--- src/rtl/kct_pkg.sv ---
// Package: types, codes, reset values and digit helpers of the kitchen timer.
`timescale 1ns / 1ps

package kct_pkg;

  localparam int ADDR_W = 5;

  // Register indexes (byte address = 4 * index)
  localparam logic [2:0] REG_SET_KEY_LOW    = 3'd0;
  localparam logic [2:0] REG_PLUS_KEY_LOW   = 3'd1;
  localparam logic [2:0] REG_PLUS_KEY_HIGH  = 3'd2;
  localparam logic [2:0] REG_MINUS_KEY_LOW  = 3'd3;
  localparam logic [2:0] REG_MINUS_KEY_HIGH = 3'd4;
  localparam logic [2:0] REG_ALARM_LENGTH   = 3'd5;
  localparam logic [2:0] REG_MINUTE_LIMIT   = 3'd6;

  localparam logic [9:0] RST_SET_KEY_LOW    = 10'd950;
  localparam logic [9:0] RST_PLUS_KEY_LOW   = 10'd470;
  localparam logic [9:0] RST_PLUS_KEY_HIGH  = 10'd530;
  localparam logic [9:0] RST_MINUS_KEY_LOW  = 10'd300;
  localparam logic [9:0] RST_MINUS_KEY_HIGH = 10'd400;
  localparam logic [7:0] RST_ALARM_LENGTH   = 8'd5;
  localparam logic [6:0] RST_MINUTE_LIMIT   = 7'd99;

  localparam logic [6:0] MAX_MINUTES = 7'd99;
  localparam logic [5:0] LAST_SECOND = 6'd59;
  localparam logic [5:0] SEC_STEP    = 6'd10;
  localparam logic [5:0] SEC_PLUS_MAX = 6'd50;
  localparam logic [5:0] SEC_BORROW  = 6'd50;

  localparam logic [1:0] KEY_SET   = 2'd0;
  localparam logic [1:0] KEY_PLUS  = 2'd1;
  localparam logic [1:0] KEY_MINUS = 2'd2;
  localparam logic [1:0] KEY_NONE  = 2'd3;

  localparam logic [2:0] MODE_MIN   = 3'd0;
  localparam logic [2:0] MODE_SEC   = 3'd1;
  localparam logic [2:0] MODE_RUN   = 3'd2;
  localparam logic [2:0] MODE_PAUSE = 3'd3;
  localparam logic [2:0] MODE_ALARM = 3'd4;

  localparam logic [7:0] COLON_BIT = 8'h80;

  typedef struct packed {
    logic [9:0] key_level;
    logic       second_tick;
  } poll_t;

  typedef struct packed {
    logic [2:0]  timer_mode;
    logic [12:0] seconds_left;
    logic [7:0]  digit_one;
    logic [7:0]  digit_two;
    logic [7:0]  digit_three;
    logic [7:0]  digit_four;
    logic        display_refresh;
    logic        alarm_on;
    logic [1:0]  key_code;
  } result_t;

  // Seven-segment code of one decimal digit; blank above nine.
  function automatic logic [7:0] seg_of(input logic [3:0] d);
    logic [7:0] s;
    case (d)
      4'd0: s = 8'h3F;
      4'd1: s = 8'h06;
      4'd2: s = 8'h5B;
      4'd3: s = 8'h4F;
      4'd4: s = 8'h66;
      4'd5: s = 8'h6D;
      4'd6: s = 8'h7D;
      4'd7: s = 8'h07;
      4'd8: s = 8'h7F;
      4'd9: s = 8'h6F;
      default: s = 8'h00;
    endcase
    return s;
  endfunction

  // Tens digit by reciprocal multiply, exact for values below 128.
  function automatic logic [3:0] tens_of(input logic [6:0] v);
    logic [14:0] p;
    p = {8'd0, v} * 15'd205;
    return p[14:11];
  endfunction

  function automatic logic [3:0] units_of(input logic [6:0] v, input logic [3:0] t);
    logic [6:0] u;
    u = v - ({3'd0, t} << 3) - ({3'd0, t} << 1);
    return u[3:0];
  endfunction

endpackage

--- src/rtl/kitchen_countdown_timer_controller.sv ---
// Top level of the kitchen countdown timer: key decode, mode control and display codes.
//
//   channel  | direction | handshake                     | payload
//   ---------+-----------+-------------------------------+---------------------------
//   poll     | in        | poll_valid / poll_ready       | poll_t (key level, tick)
//   result   | out       | result_valid / result_ready   | result_t (mode, time, digits)
//   config   | in        | psel, penable, pwrite, pready | paddr / pwdata / prdata
//
// One poll per cycle sustained while the result side does not stall. A poll is held
// in an input register, the next timer state and display codes are built in one short
// pass, and both land in the result register on the edge at which the held poll advances.
// rst (synchronous) clears the control state and restores the register defaults.
// A stalled result register holds the input register; the input register still takes
// a new poll in the same cycle in which the waiting result transaction completes.
`timescale 1ns / 1ps

module kitchen_countdown_timer_controller
  import kct_pkg::*;
(
  input  logic              clk,
  input  logic              rst,
  input  logic              poll_valid,
  output logic              poll_ready,
  input  poll_t             poll,
  output logic              result_valid,
  input  logic              result_ready,
  output result_t           result,
  input  logic              psel,
  input  logic              penable,
  input  logic              pwrite,
  input  logic [ADDR_W-1:0] paddr,
  input  logic [31:0]       pwdata,
  output logic [31:0]       prdata,
  output logic              pready
);

  // ---------------- configuration registers ----------------
  logic [9:0] set_key_low;
  logic [9:0] plus_key_low;
  logic [9:0] plus_key_high;
  logic [9:0] minus_key_low;
  logic [9:0] minus_key_high;
  logic [7:0] alarm_length;
  logic [6:0] minute_limit;

  logic       cfg_write;
  logic [2:0] cfg_index;

  assign pready    = 1'b1;
  assign cfg_write = psel & penable & pwrite;
  assign cfg_index = paddr[4:2];

  // Write on the access phase; indexes past the list drop the write.
  always_ff @(posedge clk) begin
    if (rst) begin
      set_key_low    <= RST_SET_KEY_LOW;
      plus_key_low   <= RST_PLUS_KEY_LOW;
      plus_key_high  <= RST_PLUS_KEY_HIGH;
      minus_key_low  <= RST_MINUS_KEY_LOW;
      minus_key_high <= RST_MINUS_KEY_HIGH;
      alarm_length   <= RST_ALARM_LENGTH;
      minute_limit   <= RST_MINUTE_LIMIT;
    end else if (cfg_write) begin
      case (cfg_index)
        REG_SET_KEY_LOW:    set_key_low    <= pwdata[9:0];
        REG_PLUS_KEY_LOW:   plus_key_low   <= pwdata[9:0];
        REG_PLUS_KEY_HIGH:  plus_key_high  <= pwdata[9:0];
        REG_MINUS_KEY_LOW:  minus_key_low  <= pwdata[9:0];
        REG_MINUS_KEY_HIGH: minus_key_high <= pwdata[9:0];
        REG_ALARM_LENGTH:   alarm_length   <= pwdata[7:0];
        REG_MINUTE_LIMIT:   minute_limit   <= pwdata[6:0];
        default: ;
      endcase
    end
  end

  always_comb begin
    case (cfg_index)
      REG_SET_KEY_LOW:    prdata = {22'd0, set_key_low};
      REG_PLUS_KEY_LOW:   prdata = {22'd0, plus_key_low};
      REG_PLUS_KEY_HIGH:  prdata = {22'd0, plus_key_high};
      REG_MINUS_KEY_LOW:  prdata = {22'd0, minus_key_low};
      REG_MINUS_KEY_HIGH: prdata = {22'd0, minus_key_high};
      REG_ALARM_LENGTH:   prdata = {24'd0, alarm_length};
      REG_MINUTE_LIMIT:   prdata = {25'd0, minute_limit};
      default:            prdata = 32'd0;
    endcase
  end

  // ---------------- input register and flow control ----------------
  logic  hold_valid;
  poll_t hold;
  logic  advance;

  // Advance the held poll whenever the result register is free or being emptied.
  assign advance    = hold_valid & (~result_valid | result_ready);
  assign poll_ready = ~hold_valid | advance;

  always_ff @(posedge clk) begin
    if (rst) begin
      hold_valid <= 1'b0;
    end else if (poll_ready) begin
      hold_valid <= poll_valid;
    end
  end

  always_ff @(posedge clk) begin
    if (poll_ready && poll_valid) begin
      hold <= poll;
    end
  end

  // ---------------- timer state ----------------
  // Remaining time is kept as minutes and seconds; the total always has that form.
  logic [2:0] mode;
  logic [6:0] mins;
  logic [5:0] secs;
  logic       colon_on;
  logic [7:0] alarm_left;
  logic       buzzer;

  logic [2:0] mode_next;
  logic [6:0] mins_next;
  logic [5:0] secs_next;
  logic       colon_next;
  logic [7:0] alarm_left_next;
  logic       buzzer_next;
  logic       refresh;

  logic [1:0] key;
  logic       tick;
  logic [6:0] limit;
  logic [7:0] alarm_dec;
  logic       alarm_off;

  assign tick  = hold.second_tick;
  assign limit = (minute_limit > MAX_MINUTES) ? MAX_MINUTES : minute_limit;

  // Set wins over plus, plus over minus.
  always_comb begin
    if (hold.key_level >= set_key_low) begin
      key = KEY_SET;
    end else if (hold.key_level >= plus_key_low && hold.key_level <= plus_key_high) begin
      key = KEY_PLUS;
    end else if (hold.key_level >= minus_key_low && hold.key_level <= minus_key_high) begin
      key = KEY_MINUS;
    end else begin
      key = KEY_NONE;
    end
  end

  always_comb begin
    mode_next       = mode;
    mins_next       = mins;
    secs_next       = secs;
    colon_next      = colon_on;
    alarm_left_next = alarm_left;
    buzzer_next     = buzzer;
    refresh         = 1'b0;
    alarm_dec       = alarm_left;
    alarm_off       = 1'b0;

    case (mode)
      MODE_MIN: begin
        if (key == KEY_PLUS && mins < limit) mins_next = mins + 7'd1;
        if (key == KEY_MINUS && mins != 7'd0) mins_next = mins - 7'd1;
        if (key == KEY_SET) mode_next = MODE_SEC;
        if (key != KEY_NONE) refresh = 1'b1;
      end
      MODE_SEC: begin
        if (key == KEY_PLUS && secs < SEC_PLUS_MAX) secs_next = secs + SEC_STEP;
        if (key == KEY_MINUS) begin
          // Drop ten seconds, borrow a minute, saturate at zero.
          if (secs >= SEC_STEP) begin
            secs_next = secs - SEC_STEP;
          end else if (mins != 7'd0) begin
            mins_next = mins - 7'd1;
            secs_next = secs + SEC_BORROW;
          end else begin
            secs_next = 6'd0;
          end
        end
        if (key == KEY_SET) mode_next = MODE_RUN;
        if (key != KEY_NONE) refresh = 1'b1;
      end
      MODE_RUN: begin
        if (key == KEY_SET || key == KEY_MINUS) begin
          mode_next  = MODE_MIN;
          mins_next  = 7'd0;
          secs_next  = 6'd0;
          colon_next = 1'b1;
          refresh    = 1'b1;
        end
        if (key == KEY_PLUS) mode_next = MODE_PAUSE;
      end
      MODE_PAUSE: begin
        colon_next = 1'b1;
        if (key == KEY_PLUS) mode_next = MODE_RUN;
        if (key == KEY_SET || key == KEY_MINUS) begin
          mode_next = MODE_MIN;
          mins_next = 7'd0;
          secs_next = 6'd0;
          refresh   = 1'b1;
        end
      end
      MODE_ALARM: begin
        if (tick && alarm_left != 8'd0) alarm_dec = alarm_left - 8'd1;
        alarm_off = (alarm_dec == 8'd0) || (key != KEY_NONE);
        if (alarm_off) begin
          mode_next       = MODE_MIN;
          mins_next       = 7'd0;
          secs_next       = 6'd0;
          colon_next      = 1'b1;
          refresh         = 1'b1;
          alarm_left_next = alarm_length;
        end else begin
          alarm_left_next = alarm_dec;
        end
        buzzer_next = ~alarm_off;
      end
      default: begin
        // Unused mode codes fall back to the start state.
        mode_next  = MODE_MIN;
        mins_next  = 7'd0;
        secs_next  = 6'd0;
        colon_next = 1'b1;
        refresh    = 1'b1;
      end
    endcase

    // Count down after key handling; a spent count starts the alarm.
    if (tick && mode_next == MODE_RUN) begin
      if (mins_next == 7'd0 && secs_next == 6'd0) begin
        mode_next       = MODE_ALARM;
        alarm_left_next = alarm_length;
      end else if (secs_next != 6'd0) begin
        secs_next = secs_next - 6'd1;
      end else begin
        mins_next = mins_next - 7'd1;
        secs_next = LAST_SECOND;
      end
      colon_next = ~colon_next;
      refresh    = 1'b1;
    end
  end

  always_ff @(posedge clk) begin
    if (rst) begin
      mode       <= MODE_MIN;
      mins       <= 7'd0;
      secs       <= 6'd0;
      colon_on   <= 1'b1;
      alarm_left <= RST_ALARM_LENGTH;
      buzzer     <= 1'b0;
    end else if (advance) begin
      mode       <= mode_next;
      mins       <= mins_next;
      secs       <= secs_next;
      colon_on   <= colon_next;
      alarm_left <= alarm_left_next;
      buzzer     <= buzzer_next;
    end
  end

  // ---------------- display codes and result register ----------------
  logic [12:0] total_next;
  logic [3:0]  min_tens;
  logic [3:0]  min_units;
  logic [3:0]  sec_tens;
  logic [3:0]  sec_units;

  // minutes * 60 = minutes * 64 - minutes * 4
  assign total_next = ({6'd0, mins_next} << 6) - ({6'd0, mins_next} << 2)
                    + {7'd0, secs_next};
  assign min_tens   = tens_of(mins_next);
  assign min_units  = units_of(mins_next, min_tens);
  assign sec_tens   = tens_of({1'b0, secs_next});
  assign sec_units  = units_of({1'b0, secs_next}, sec_tens);

  always_ff @(posedge clk) begin
    if (rst) begin
      result_valid <= 1'b0;
    end else if (advance) begin
      result_valid <= 1'b1;
    end else if (result_ready) begin
      result_valid <= 1'b0;
    end
  end

  always_ff @(posedge clk) begin
    if (advance) begin
      result.timer_mode      <= mode_next;
      result.seconds_left    <= total_next;
      result.digit_one       <= seg_of(min_tens);
      result.digit_two       <= seg_of(min_units) | (colon_next ? COLON_BIT : 8'h00);
      result.digit_three     <= seg_of(sec_tens);
      result.digit_four      <= seg_of(sec_units);
      result.display_refresh <= refresh;
      result.alarm_on        <= buzzer_next;
      result.key_code        <= key;
    end
  end

endmodule

--- config.mk ---
export PLATFORM = sky130hd
export DESIGN_NAME = kitchen_countdown_timer_controller
export DESIGN_NICKNAME = d
export VERILOG_FILES = /design/src/rtl/kct_pkg.sv /design/src/rtl/kitchen_countdown_timer_controller.sv
export SDC_FILE = /design/constraint.sdc
export NUM_CORES = 1
export LEC_CHECK = 0
export BUFFER_PORTS_ARGS = -buffer_cell sky130_fd_sc_hd__buf_2
export CORE_MARGIN = 5
export CORE_UTILIZATION = 50
export CTS_CLUSTER_SIZE = 12
export DETAILED_ROUTE_END_ITERATION = 10
export PLACE_DENSITY = 0.77
export SLEW_MARGIN = 10
export SYNTH_ARGS = -nofsm -noshare
export SYNTH_HDL_FRONTEND = slang
export SYNTH_SLANG_ARGS = --single-unit
export TNS_END_PERCENT = 20
--- constraint.sdc ---
create_clock -name clk -period 10.54 [get_ports clk]
set_clock_uncertainty 0.05 [all_clocks]
set_input_delay 0.527 -clock clk [delete_from_list [all_inputs] [get_ports clk]]
set_output_delay 0.527 -clock clk [all_outputs]
set_load 0.03 [all_outputs]
==> flow_summary.json <==
{
  "synth_edf_count": 60,
  "tns_ns": 0,
  "max_freq_mhz": 99.7,
  "rsz0062_at_grt": "no",
  "antenna_found_initial": 0,
  "gp_congestion": 0.950,
  "first_iter_violations": 784,
  "leakagePower_uw": 0.00619,
  "yosysTopAreaCell": "ha_1",
  "synth-simple-area-share": 0.177,
  "synthTopCellsByArea": "ha_1 (16%), dfxtp_1 (15%), edfxtp_1 (14%), nand2_1 (4.0%), inv_1 (3.9%)",
  "ys_seq_area_frac": 0.293,
  "ir_drop_mv": 0.109,
  "ys_types": 99,
  "io_pins": 142,
  "gr-usage-all-layers": 0.227,
  "htree_levels": 4,
  "dieWidth_um": 168,
  "synth_top_area_share": 0.162,
  "cts_buffers": 17,
  "rrSetupSlack_ns": 0.51,
  "rows": 58,
  "portBuffers": 91,
  "synth_top_family_by_area": "adder cells",
  "synth_most_common_cell": "ha_1",
  "worst_slew_pin_slew_ns": 1.02,
  "dp_hpwl_mm": 24.0,
  "dp.cells": 1803,
  "grt_overflow": 0,
  "crit_path_start_kind": "register",
  "clock-sinks": 153,
  "die_area_mm2": 0.0283,
  "drc_errors": 0,
  "nets": 1723,
  "fin_crit_ns": 10.03,
  "status": "completed",
  "critPathMostFrequentCell": "ha_1",
  "clk_root_buffer_cell": "clkbuf_16",
  "synth_cells": 1408,
  "hold_depth": 1,
  "detail-route-antenna-nets": 0,
  "arrival_ns": 10.26,
  "routed_wl_mm": 32.6,
  "finalSetupViolCount": 0,
  "synthToLayoutAreaGrowth_pct": 11.0,
  "grt_pass1_vias": 10500,
  "max-cap-violations": 0,
  "synth_compound_area_frac": 0.178,
  "crit_required_ns": 10.77,
  "grt_pass1_wl_mm": 53.0,
  "dr.pass1.iters": 5,
  "finalNonFillerCells": 1835,
  "drive_gt1_frac": 0.150,
  "muxShareOfSynthArea": 0.0643,
  "crit_path_end_kind": "register",
  "synth_seq_cells": 153,
  "slew_violations": 0,
  "finalHoldViolations": 0,
  "clkTransAtPathRegs_ns": 0.07,
  "synthAdderAreaFrac": 0.184,
  "synth-xor-area-share": 0.0304,
  "grt_max_degree": 94,
  "fp.dieH_um": 168,
  "path_class": "reg -> reg",
  "cp_slowest_cell": "or4b_1",
  "post-cts-setup-buffer-count": 0,
  "async_flop_share": 0,
  "power_uw": 2000,
  "max_slew_margin": 0.313,
  "whs_ns": 0.210,
  "worstPathMaxFanout": 8,
  "fin_crit_sh": 0.951,
  "synth.cells.most_frequent": "ha_1 (162), nand2_1 (134), inv_1 (129)",
  "synthFlopType": "dfxtp_1",
  "cp_slowest_stage_delay_ns": 0.58,
  "clk_path_buf_depth": 2,
  "avgViaCountPerCell": 5.83,
  "powerDensity_mw_per_mm2": 144,
  "avgSynthCellArea_um2": 8.89,
  "core_area_mm2": 0.0249,
  "yosys_warnings": 0,
  "wire_per_inst_um": 17.8,
  "clk_latency_ns": 0.44,
  "reg2reg_depth": 39,
  "diodes": 0,
  "via_count": 10700,
  "tritoncts": "yes",
  "hp-class": "in -> reg",
  "synthesis.area_mm2": 0.0125,
  "start_util": 0.503
}
## per-layer routing
metal	up-vias	GRT usage	share of wire	routed length (um)
met2	372	0.383	0.47	15400
met4	0	0.0741	0.024	781
met1	5105	0.299	0.44	14300
li1	5163	-	-	-
met3	57	0.0376	0.065	2110
met5	-	0	0	0
## path summary, 6_finish.rpt
kind	startpoint	endpoint
max	hold[10]	result[22]
min reg2reg	buzzer	buzzer
max reg2reg	hold[10]	result[22]
min	poll[1]	hold[1]
## sequential cells by signal, summed over array words and instances, names as in the netlist, 8 cells and up
signal,count
alarm_left,8
alarm_length,8
hold,10
minus_key_high,10
minus_key_low,10
plus_key_high,10
plus_key_low,10
result,49
set_key_low,10
## cells by family after synthesis
logic type,count (synthesis)
AO/OA/AOI/OAI,316
XOR/XNOR,37
adder cells (fa/ha/maj),176
buffers and inverters,209
flip-flops,153
multiplexers,68
other,2
AND/OR/NAND/NOR,447
## report_power, final
part | switching (uW) | internal (uW)
registers | 23.1 | 676
clock network | 307 | 321
logic | 422 | 254
total | 752 | 1250
## layout make-up
cell class | count | area (um2)
timing repair buffer | 120 | 673
tap | 330 | 413
sequential | 153 | 3660
multi-input combinational | 1070 | 8070
inverter | 130 | 488
clock buffer | 17 | 425
fill | 2121 | 11000
clock inverter | 15 | 164
## metrics by stage
stage               setup slack, ns  instance area [um2]   util
floorplan                     0.924                12600      -
global placement              0.727                13300  0.534
detailed placement            0.595                13300  0.534
CTS                           0.535                13900  0.558
global route                0.00855                13900  0.558
finish                        0.513                13900  0.558
## critical path, delay by kind of cell, from the launching register on
family                   cells  cell delay, ns
XOR/XNOR                     3            0.70
multiplexers                 1            0.25
adder cells (fa/ha/maj)      8            2.66
buffers and inverters        4            0.36
flip-flops                   1            0.51
AO/OA/AOI/OAI               14            3.44
AND/OR/NAND/NOR              9            1.91
## placed cells by master, fill, tap and decap left out, types with 17 or more instances in the layout
cell type,n
mux2i_1,46
o21ai_0,44
buf_2,91
nor3_1,30
conb_1,26
edfxtp_1,60
a211o_1,30
nor2_1,120
buf_4,29
a21oi_1,92
clkbuf_16,17
dfxtp_1,93
nand2_1,134
ha_1,162
nand3_1,37
xnor2_1,18
inv_1,128
## what timing repair did
action	in CTS	in global routing
setup endpoints to repair	0	6
hold buffers	0	0
gates resized for setup	0	3
Note: power is estimated with default switching activity, not from simulation.
